--- src/rbf_pkg.sv ---
`timescale 1ns / 1ps
// ----------------------------------------------------------------------------
// rbf_pkg
// Shared types, codes and the RGB565 blend function of the blit/fill engine.
// ----------------------------------------------------------------------------
package rbf_pkg;

  localparam int COORD_W = 10;
  localparam int RUN_W   = 11;
  localparam int PIX_W   = 16;
  localparam int ALPHA_W = 8;
  localparam int PROD_W  = 22;
  localparam int SUM_W   = 23;
  localparam int WCNT_W  = 21;
  localparam int STAT_W  = 2;
  localparam int CFG_W   = 11;
  localparam int CIDX_W  = 1;

  localparam logic [RUN_W-1:0]   MAX_RUN     = 11'd1024;
  localparam logic [ALPHA_W-1:0] ALPHA_FULL  = 8'd255;
  localparam logic [CFG_W-1:0]   STRIDE_RST  = 11'd320;
  localparam logic [CFG_W-1:0]   ROWS_RST    = 11'd240;

  localparam logic [CIDX_W-1:0] REG_STRIDE = 1'b0;
  localparam logic [CIDX_W-1:0] REG_ROWS   = 1'b1;

  localparam logic [STAT_W-1:0] ST_OK     = 2'd0;
  localparam logic [STAT_W-1:0] ST_OOR    = 2'd1;
  localparam logic [STAT_W-1:0] ST_NOBLIT = 2'd2;

  typedef enum logic [2:0] {
    OP_SET   = 3'd0,
    OP_FILL  = 3'd1,
    OP_AFILL = 3'd2,
    OP_BBEG  = 3'd3,
    OP_BPIX  = 3'd4,
    OP_CLEAR = 3'd5,
    OP_READ  = 3'd6,
    OP_NONE  = 3'd7
  } op_t;

  // controller to datapath
  typedef struct packed {
    logic load;
    logic mul;
    logic chk;
    logic wr;
    logic rd_cap;
    logic blit_set;
    logic blit_adv;
    logic no_blit;
    logic clr_start;
    logic clr_step;
    logic loop_adv;
    logic out_load;
  } rbf_cmd_t;

  // datapath to controller
  typedef struct packed {
    op_t  op;
    logic zero_fill;
    logic fill_last;
    logic blit_active;
    logic skip_px;
    logic clr_empty;
    logic clr_last;
    logic out_valid;
  } rbf_stat_t;

  // one channel: (f*a + b*(255-a)) / 255, divide as (x + (x>>8) + 1) >> 8
  function automatic logic [5:0] blend_ch(input logic [5:0] f, input logic [5:0] b,
                                          input logic [ALPHA_W-1:0] a);
    logic [15:0] x;
    logic [15:0] q;
    x = 16'(f) * 16'(a) + 16'(b) * 16'(ALPHA_FULL - a);
    q = (x + (x >> 8) + 16'd1) >> 8;
    return q[5:0];
  endfunction

  function automatic logic [PIX_W-1:0] blend565(input logic [PIX_W-1:0] fg,
                                                input logic [ALPHA_W-1:0] a,
                                                input logic [PIX_W-1:0] bg);
    logic [5:0] r;
    logic [5:0] g;
    logic [5:0] b;
    r = blend_ch({1'b0, fg[15:11]}, {1'b0, bg[15:11]}, a);
    g = blend_ch(fg[10:5], bg[10:5], a);
    b = blend_ch({1'b0, fg[4:0]}, {1'b0, bg[4:0]}, a);
    return {r[4:0], g, b[4:0]};
  endfunction

endpackage

--- src/rbf_ctrl.sv ---
`timescale 1ns / 1ps
// ----------------------------------------------------------------------------
// rbf_ctrl
// Command sequencer: decodes each item and walks each pixel access through multiply, check, access steps.
// ----------------------------------------------------------------------------
module rbf_ctrl
  import rbf_pkg::*;
(
  input  logic      clk,
  input  logic      rst_n,
  input  logic      in_valid,
  output logic      in_ready,
  input  logic      out_ready,
  input  rbf_stat_t stat,
  output rbf_cmd_t  cmd
);

  typedef enum logic [8:0] {
    S_IDLE   = 9'b000000001,
    S_DEC    = 9'b000000010,
    S_MUL    = 9'b000000100,
    S_CHK    = 9'b000001000,
    S_WR     = 9'b000010000,
    S_RD     = 9'b000100000,
    S_CSTART = 9'b001000000,
    S_CLR    = 9'b010000000,
    S_DONE   = 9'b100000000
  } state_t;

  state_t state_r, state_nxt;

  always_ff @(posedge clk) begin
    if (!rst_n) begin
      state_r <= S_IDLE;
    end else begin
      state_r <= state_nxt;
    end
  end

  assign in_ready = (state_r == S_IDLE);

  always_comb begin
    state_nxt = state_r;
    cmd       = '0;
    unique case (state_r)
      S_IDLE: begin
        if (in_valid) begin
          cmd.load  = 1'b1;
          state_nxt = S_DEC;
        end
      end
      S_DEC: begin
        unique case (stat.op)
          OP_SET, OP_CLEAR, OP_READ: state_nxt = S_MUL;
          OP_FILL, OP_AFILL: state_nxt = stat.zero_fill ? S_DONE : S_MUL;
          OP_BBEG: begin
            cmd.blit_set = 1'b1;
            state_nxt    = S_DONE;
          end
          OP_BPIX: begin
            if (!stat.blit_active) begin
              cmd.no_blit = 1'b1;
              state_nxt   = S_DONE;
            end else if (stat.skip_px) begin
              cmd.blit_adv = 1'b1;
              state_nxt    = S_DONE;
            end else begin
              state_nxt = S_MUL;
            end
          end
          default: state_nxt = S_DONE;
        endcase
      end
      S_MUL: begin
        cmd.mul   = 1'b1;
        state_nxt = (stat.op == OP_CLEAR) ? S_CSTART : S_CHK;
      end
      S_CHK: begin
        cmd.chk   = 1'b1;
        state_nxt = (stat.op == OP_READ) ? S_RD : S_WR;
      end
      S_RD: begin
        cmd.rd_cap = 1'b1;
        state_nxt  = S_DONE;
      end
      S_WR: begin
        cmd.wr = 1'b1;
        if (stat.op == OP_BPIX) begin
          cmd.blit_adv = 1'b1;
          state_nxt    = S_DONE;
        end else if ((stat.op == OP_FILL || stat.op == OP_AFILL) && !stat.fill_last) begin
          cmd.loop_adv = 1'b1;
          state_nxt    = S_MUL;
        end else begin
          state_nxt = S_DONE;
        end
      end
      S_CSTART: begin
        cmd.clr_start = 1'b1;
        state_nxt     = stat.clr_empty ? S_DONE : S_CLR;
      end
      S_CLR: begin
        cmd.clr_step = 1'b1;
        if (stat.clr_last) state_nxt = S_DONE;
      end
      S_DONE: begin
        if (!stat.out_valid || out_ready) begin
          cmd.out_load = 1'b1;
          state_nxt    = S_IDLE;
        end
      end
      default: state_nxt = S_IDLE;
    endcase
  end

  a_load_dec: assert property (@(posedge clk) disable iff (!rst_n)
    (state_r == S_IDLE && in_valid) |=> (state_r == S_DEC))
    else $error("accepted item did not reach decode");

  a_out_free: assert property (@(posedge clk) disable iff (!rst_n)
    cmd.out_load |-> (!stat.out_valid || out_ready))
    else $error("result loaded over a waiting result");

  a_clr_end: assert property (@(posedge clk) disable iff (!rst_n)
    (state_r == S_CLR && stat.clr_last) |=> (state_r == S_DONE))
    else $error("clear sweep overran its end");

endmodule

--- config.mk ---
export PLATFORM = sky130hd
export DESIGN_NAME = rbf_ctrl
export DESIGN_NICKNAME = d
export VERILOG_FILES = /design/src/rbf_pkg.sv /design/src/rbf_ctrl.sv
export SDC_FILE = /design/constraint.sdc
export NUM_CORES = 1
export LEC_CHECK = 0
export ABC_CLOCK_PERIOD_IN_PS = 3100
export BUFFER_PORTS_ARGS = -buffer_cell sky130_fd_sc_hd__buf_2
export CAP_MARGIN = 20
export CORE_MARGIN = 2
export CORE_UTILIZATION = 50
export DETAILED_ROUTE_END_ITERATION = 10
export PLACE_DENSITY = 0.82
export SYNTH_ARGS = -nofsm -noshare
export SYNTH_HDL_FRONTEND = slang
export SYNTH_SLANG_ARGS = --single-unit
export TNS_END_PERCENT = 30
--- constraint.sdc ---
create_clock -name clk -period 3.1 [get_ports clk]
set_input_delay 0.155 -clock clk [delete_from_list [all_inputs] [get_ports clk]]
set_output_delay 0.155 -clock clk [all_outputs]
set_load 0.05 [all_outputs]
==> results_dict.tcl, run 1 <==
set metrics [dict create \
    hp-class "in -> reg" \
    ys_seq_elements 9 \
    powerDensity_nw_per_um2 347 \
    cap_violations 0 \
    worst_ep_required_time_ns 2.94 \
    tns_ns 0 \
    placed_cells 125 \
    clk_pin_slew_ns 0.07 \
    multi_input_comb_area_um2 484 \
    ys_seq_area_share_pct 26.4 \
    p_int_uw 197 \
    sw_frac_of_total_pct 32.9 \
    arrival_ns 2.41 \
    finalSetupViolCount 0 \
    syn_nets 99 \
    comb_power_share_pct 24.6 \
    antenna_found_initial 0 \
    diodes 0 \
    num_rows 13 \
    postRouteAntennaNets 0 \
    drt_first_pass_iters 4 \
    fin_skew_ns 0.000375 \
    synthesis.area_um2 683 \
    peakVddDrop_mv 0.236 \
    area_delta_synth_final_pct 24.0 \
    fmax_mhz 390 \
    cts_tree "done" \
    synth_warnings 0 \
    tightest_slew_ns 0.411 \
    p_leak_uw 0.000354 \
    finalHoldViolations 0 \
    critPathKind "reg -> out" \
    core_area_um2 1280 \
    die_y_um 41.0 \
    crit_fanout 7 \
    worstSkewPairLatency_ns 0.27 \
    grt_use_total_pct 24.2 \
    power_frac_seq_pct 41.9 \
    cp-end-kind "output pin" \
    num-nets-final 129 \
    maxSlewViolCount 0 \
    seq_area_um2 180 \
    crit_end "cmd[6]" \
    gp_congestion 0.852 \
    io_buffer_count 26 \
    drt_iter0_markers 8 \
    reg_top3 "state_r x9" \
    cts_setup_buffers 0 \
    r2r-start "state_r[0]" \
    fin_crit_sh_pct 82.6 \
    grt_pass1_wl_mm 2.57 \
    cts_hold_buf 0 \
    start_kind "register" \
    clockPowerShare_pct 33.5 \
    vias 734 \
    fin_crit_ns 2.56 \
    status "complete, no violations" \
    wl_mm 1.66 \
    synthCells 85 \
    timing.rr.end "state_r[8]" \
    regMostFlops "state_r" \
    slew_headroom_pct 72.2 \
    drive_above_1_share_pct 34.2 \
    r2r.worst_path.cells 6 \
    min_path_cells 2 \
    cts_buffers 3 \
    start_util_pct 53.2 \
    largest_reg_flops 9 \
    grt_overflow 0 \
    cts_resized 0 \
    final_cell_count_no_fill 129 \
    postSynthAreaPerCell_um2 8.04 \
    io_pins 27 \
    hpwl_mm 1.31 \
    routedWlPerCell_um 12.9 \
    nFillCells 117 \
    cts_root_buffer "clkbuf_4" \
    r2r_setup_slack_ns 1.00 \
    viasPerCell 5.69 \
    drc 0 \
    p_switching_uw 96.9 \
    grt_max_degree 9 \
    grt_pass1_vias 632 \
    die_area_um2 1680 \
    die_w_um 41.0 \
    cts_max_path_buffers 2 \
    htreeDepth 1 \
    synthDistinctLibCells 34 \
    cts.sinks 9 \
    startpoint "state_r[5]" \
    rsz0062_at_grt "no" \
]
[power groups by stage]
stage | registers [uW] | clock network [uW] | logic [uW]
final | 123 | 98.4 | 72.4
after global routing | 124 | 105 | 78.6
after CTS | 123 | 100 | 72.5
after detailed placement | 126 | 0 | 71.9
after global placement | 126 | 0 | 71.0
after floorplan | 125 | 0 | 50.8
[cells in the final DEF, fill, tap and decap left out, types with 3 or more instances in the layout]
cell       n
buf_2     26
dfxtp_1    9
nor2_1     8
nand2_1    8
nor3_1     6
nand2b_1   5
or3_1      3
or3b_2     3
xnor2_1    3
and2_1     3
and3_1     3
o32ai_1    3
clkbuf_4   3
[final cells by class]
cell class / count / share of cell area (%)
inverters: 2 / 0.886
well taps: 15 / 2.22
repair buffers: 26 / 15.4
flip-flops and latches: 9 / 21.3
clock buffers: 4 / 3.10
multi-input cells: 73 / 57.2
[how the worst min path moves through the flow]
stage               startpoint         end  slack, ns
floorplan                rst_n  state_r[0]       0.22
global placement         rst_n  state_r[0]       0.39
detailed placement       rst_n  state_r[0]       0.40
CTS                      rst_n  state_r[0]       0.12
global route             rst_n  state_r[0]       0.14
finish                   rst_n  state_r[0]       0.12
[synthesized netlist by cell type]
cell,n,area share (%)
o21a_1,2,2.2
a41oi_1,1,1.3
o21ai_0,2,1.5
or3_1,3,2.7
o211ai_1,2,2.2
o32ai_1,3,3.8
inv_1,2,1.1
a31oi_1,1,0.92
nor4_1,1,0.92
or2_1,1,0.92
a221oi_1,1,1.3
buf_6,1,1.6
nor4b_2,2,4.4
nor3_1,6,4.4
a21boi_0,1,1.1
nand3b_1,1,1.1
or4b_4,1,2.0
or2_2,1,0.92
nand2b_1,5,4.6
nand2_1,8,4.4
or4_4,1,1.6
nand3_1,2,1.5
xor2_1,1,1.3
nor3_2,1,1.5
nor2_1,8,4.4
dfxtp_1,9,26
or2_4,1,1.3
xnor2_1,3,3.8
nor2b_1,2,1.8
nor3b_1,1,1.1
nor4b_1,2,2.6
or3b_2,3,3.8
and2_1,3,2.7
and3_1,3,2.7
[per-layer routing]
layer	share of wire [%]	up-vias	track usage [%]
met3	4.2	5	7.07
met1	45	339	27.6
li1	-	375	-
met4	2.1	0	16.7
met5	0	-	0
met2	48	15	38.3
[critical path: stages, from the launching register on]
cell and delay, ns:
dfxtp_1 0.38, or4_4 0.56, or2_4 0.27, or4b_4 0.50
nor3_2 0.15, buf_2 0.28
[logic make-up after synthesis]
group           after synthesis  synth area share (%)
simple gates                 56                  51.5
compound gates               13                  14.3
flops                         9                  26.4
xor+xnor                      4                  5.13
buf+inv                       3                  2.75
[metrics by stage]
stage | instance area, um^2 | power, uW | util, % | hold slack (ns) | setup slack [ns]
after CTS | 847 | 296 | 65.9 | 0.121 | 0.534
after detailed placement | 821 | 198 | 63.9 | 0.404 | 0.835
after global routing | 847 | 307 | 65.9 | 0.141 | 0.445
after floorplan | 683 | 176 | - | 0.217 | 0.0340
final | 847 | 294 | 65.9 | 0.119 | 0.539
after global placement | 821 | 197 | 63.9 | 0.394 | 0.855
Power figures use the tool's default switching activity.
==> run 2: changes to the inputs <==
--- a/config.mk
+++ b/config.mk
@@ -5,13 +5,13 @@
 export SDC_FILE = /design/constraint.sdc
 export NUM_CORES = 1
 export LEC_CHECK = 0
-export ABC_CLOCK_PERIOD_IN_PS = 3100
+export ABC_CLOCK_PERIOD_IN_PS = 2200
 export BUFFER_PORTS_ARGS = -buffer_cell sky130_fd_sc_hd__buf_2
 export CAP_MARGIN = 20
 export CORE_MARGIN = 2
-export CORE_UTILIZATION = 50
+export CORE_UTILIZATION = 42
 export DETAILED_ROUTE_END_ITERATION = 10
-export PLACE_DENSITY = 0.82
+export PLACE_DENSITY = 0.73
 export SYNTH_ARGS = -nofsm -noshare
 export SYNTH_HDL_FRONTEND = slang
 export SYNTH_SLANG_ARGS = --single-unit
==> constraint.sdc (replaced) <==
create_clock -name clk -period 2.2 [get_ports clk]
set_input_delay 0.11 -clock clk [delete_from_list [all_inputs] [get_ports clk]]
set_output_delay 0.11 -clock clk [all_outputs]
set_load 0.05 [all_outputs]
==> run 2 against run 1 <==
  * Non-clock buffer count is 10 higher
  * Total power is 46% higher
  * Register-to-register slack worse by 0.92 ns
  * Via count is 5.3% higher
  * Clock skew is 0.0036 ns higher
  * Sequential power is 37% higher
  * Global-route usage is 1.4 points lower
  * First-iteration DRC count grew to 3.9 times the previous value
  * Combinational power is 75% higher
  * Flip-flop and latch count stayed put
  * Sequential share of layout area is 3.4 points lower
  * Wire length is 13% higher
  * Critical endpoint is now cmd[4]
  * The run now ends with negative setup slack left
==> results_dict.tcl, run 2 (same netlist as run 1, synthesis figures left out) <==
set metrics [dict create \
    final_cell_mix "buf_2 (19), buf_4 (13), dfxtp_1 (9)" \
    num-nets-final 139 \
    worstSkewPairLatency_ns 0.27 \
    fin_crit_ns 2.36 \
    tightest_slew_ns 0.426 \
    regMostFlops "state_r" \
    io_pins 27 \
    area_delta_synth_final_pct 47.3 \
    grt_pass1_vias 761 \
    wl_met1_um 857 \
    die_w_um 44.3 \
    drt_first_pass_iters 4 \
    antenna_found_initial 0 \
    maxSlewViolCount 0 \
    placed_area_um2 932 \
    r2r-start "state_r[8]" \
    cts_tree "done" \
    drt_iter0_markers 31 \
    wl_mm 1.87 \
    crit_fanout 4 \
    viasPerCell 5.52 \
    num_rows 14 \
    hp-class "in -> reg" \
    grt_use_total_pct 22.8 \
    drive_above_1_share_pct 45.2 \
    cts_max_path_buffers 2 \
    cap_violations 0 \
    worstHoldStart "rst_n" \
    grt_max_degree 9 \
    final_common_cell "buf_2" \
    cp-end-kind "output pin" \
    grt_pass1_wl_mm 3.29 \
    die_area_um2 1970 \
    drc 0 \
    peakVddDrop_mv 0.372 \
    start_util_pct 44.8 \
    startpoint "state_r[4]" \
    cp_slowest_stage_delay_ns 0.54 \
    fin_ws_ns -0.163 \
    slew_headroom_pct 71.2 \
    reg_top3 "state_r x9" \
    failed_checks "negative setup slack" \
    io_buffer_count 26 \
    grt_overflow 0 \
    crit_path_top_delay_cell "or4_4" \
    cts_buffers 3 \
    status "finished with violations" \
    tns_ns -0.477 \
    gp_congestion 0.881 \
    path_cells "or4_4 > or2_4 > or4b_4 > nor3_4 > buf_6" \
    start_kind "register" \
    wl_met2_um 925 \
    arrival_ns 2.25 \
    fin_skew_ns 0.00399 \
    largest_reg_flops 9 \
    crit_buf_inv 1 \
    worst_ep_required_time_ns 2.09 \
    hpwl_mm 1.43 \
    htreeDepth 1 \
    die_y_um 44.3 \
    finalSetupViolCount 4 \
    postRouteAntennaNets 0 \
    final_cell_area_um2 1010 \
    rsz0062_at_grt "yes" \
    diodes 0 \
    powerDensity_nw_per_um2 426 \
    fmax_mhz 423 \
    cts_root_buffer "clkbuf_4" \
    vias 773 \
    cp_top_family "simple AND/OR/NAND/NOR gates" \
    core_area_um2 1520 \
    fin_crit_sh_pct 107 \
    top_layer_used "met4" \
    dr_wl_met3_um 66 \
    cts.sinks 9 \
    critPathKind "reg -> out" \
    clk_pin_slew_ns 0.06 \
    p_leak_uw 0.000426 \
    routedWlPerCell_um 13.4 \
    finalHoldViolations 0 \
]
-- run 2: cell count changes in the layout (fill, tap and decap cells not counted), sizes merged --
cell    delta
clkbuf     +1
buf        +9
-- run 2: area by class of cell --
cell class,count,area [um^2]
Multi-Input combinational cell,73,538
Fill cell,134,518
Timing Repair Buffer,36,234
Sequential cell,9,180
Clock buffer,4,26.3
Tap cell,16,20.0
Inverter,2,7.51
-- run 2: power breakdown --
part	internal [uW]	switching (uW)	leakage, uW
combinational	50.7	76.6	0.000338
sequential	167	2.15	0.0000730
clock	70.2	61.9	0.0000150
-- run 2: repair_timing --
item                       CTS  global route
pin swaps                    1             0
hold endpoints to repair     0             0
hold buffers                 0             0
buffers inserted             0             0
cloned                       0             0
setup endpoints to repair    5             8
resized for setup            9             5
-- run 2: worst register-to-register path, cell delays in order, from the launching register on --
cell,delay (ns)
dfxtp_1,0.34
or2_2,0.35
or3_1,0.48
o32ai_1,0.40
o211ai_1,0.19
o32ai_1,0.16
and2_1,0.15
-- run 2: worst paths after layout --
path / endpoint / slack (ns) / cells past startpoint
worst max-delay path: cmd[4] / -0.16 / 5
worst min register to register: state_r[5] / 0.60 / 3
worst max register to register: state_r[8] / 0.08 / 6
worst min-delay path: state_r[0] / 0.09 / 2
-- run 2: metal layers --
layer / vias up / global-route usage, %
met5: - / 0
met4: 0 / 9.09
met3: 4 / 2.86
met2: 15 / 38.2
met1: 360 / 29.5
li1: 394 / -
-- run 2: metrics by stage --
step                      utilization [%]  worst slack, ns  cells  hold WS [ns]  total power, uW
after floorplan                         -           -0.433     85         0.172              251
after global placement               61.2           0.0812    136         0.352              292
after detailed placement             61.2           0.0609    136         0.354              294
after CTS                            64.9           -0.146    140        0.0759              428
after global routing                 66.0           -0.206    140        0.0996              447
final                                66.0           -0.163    140        0.0856              429
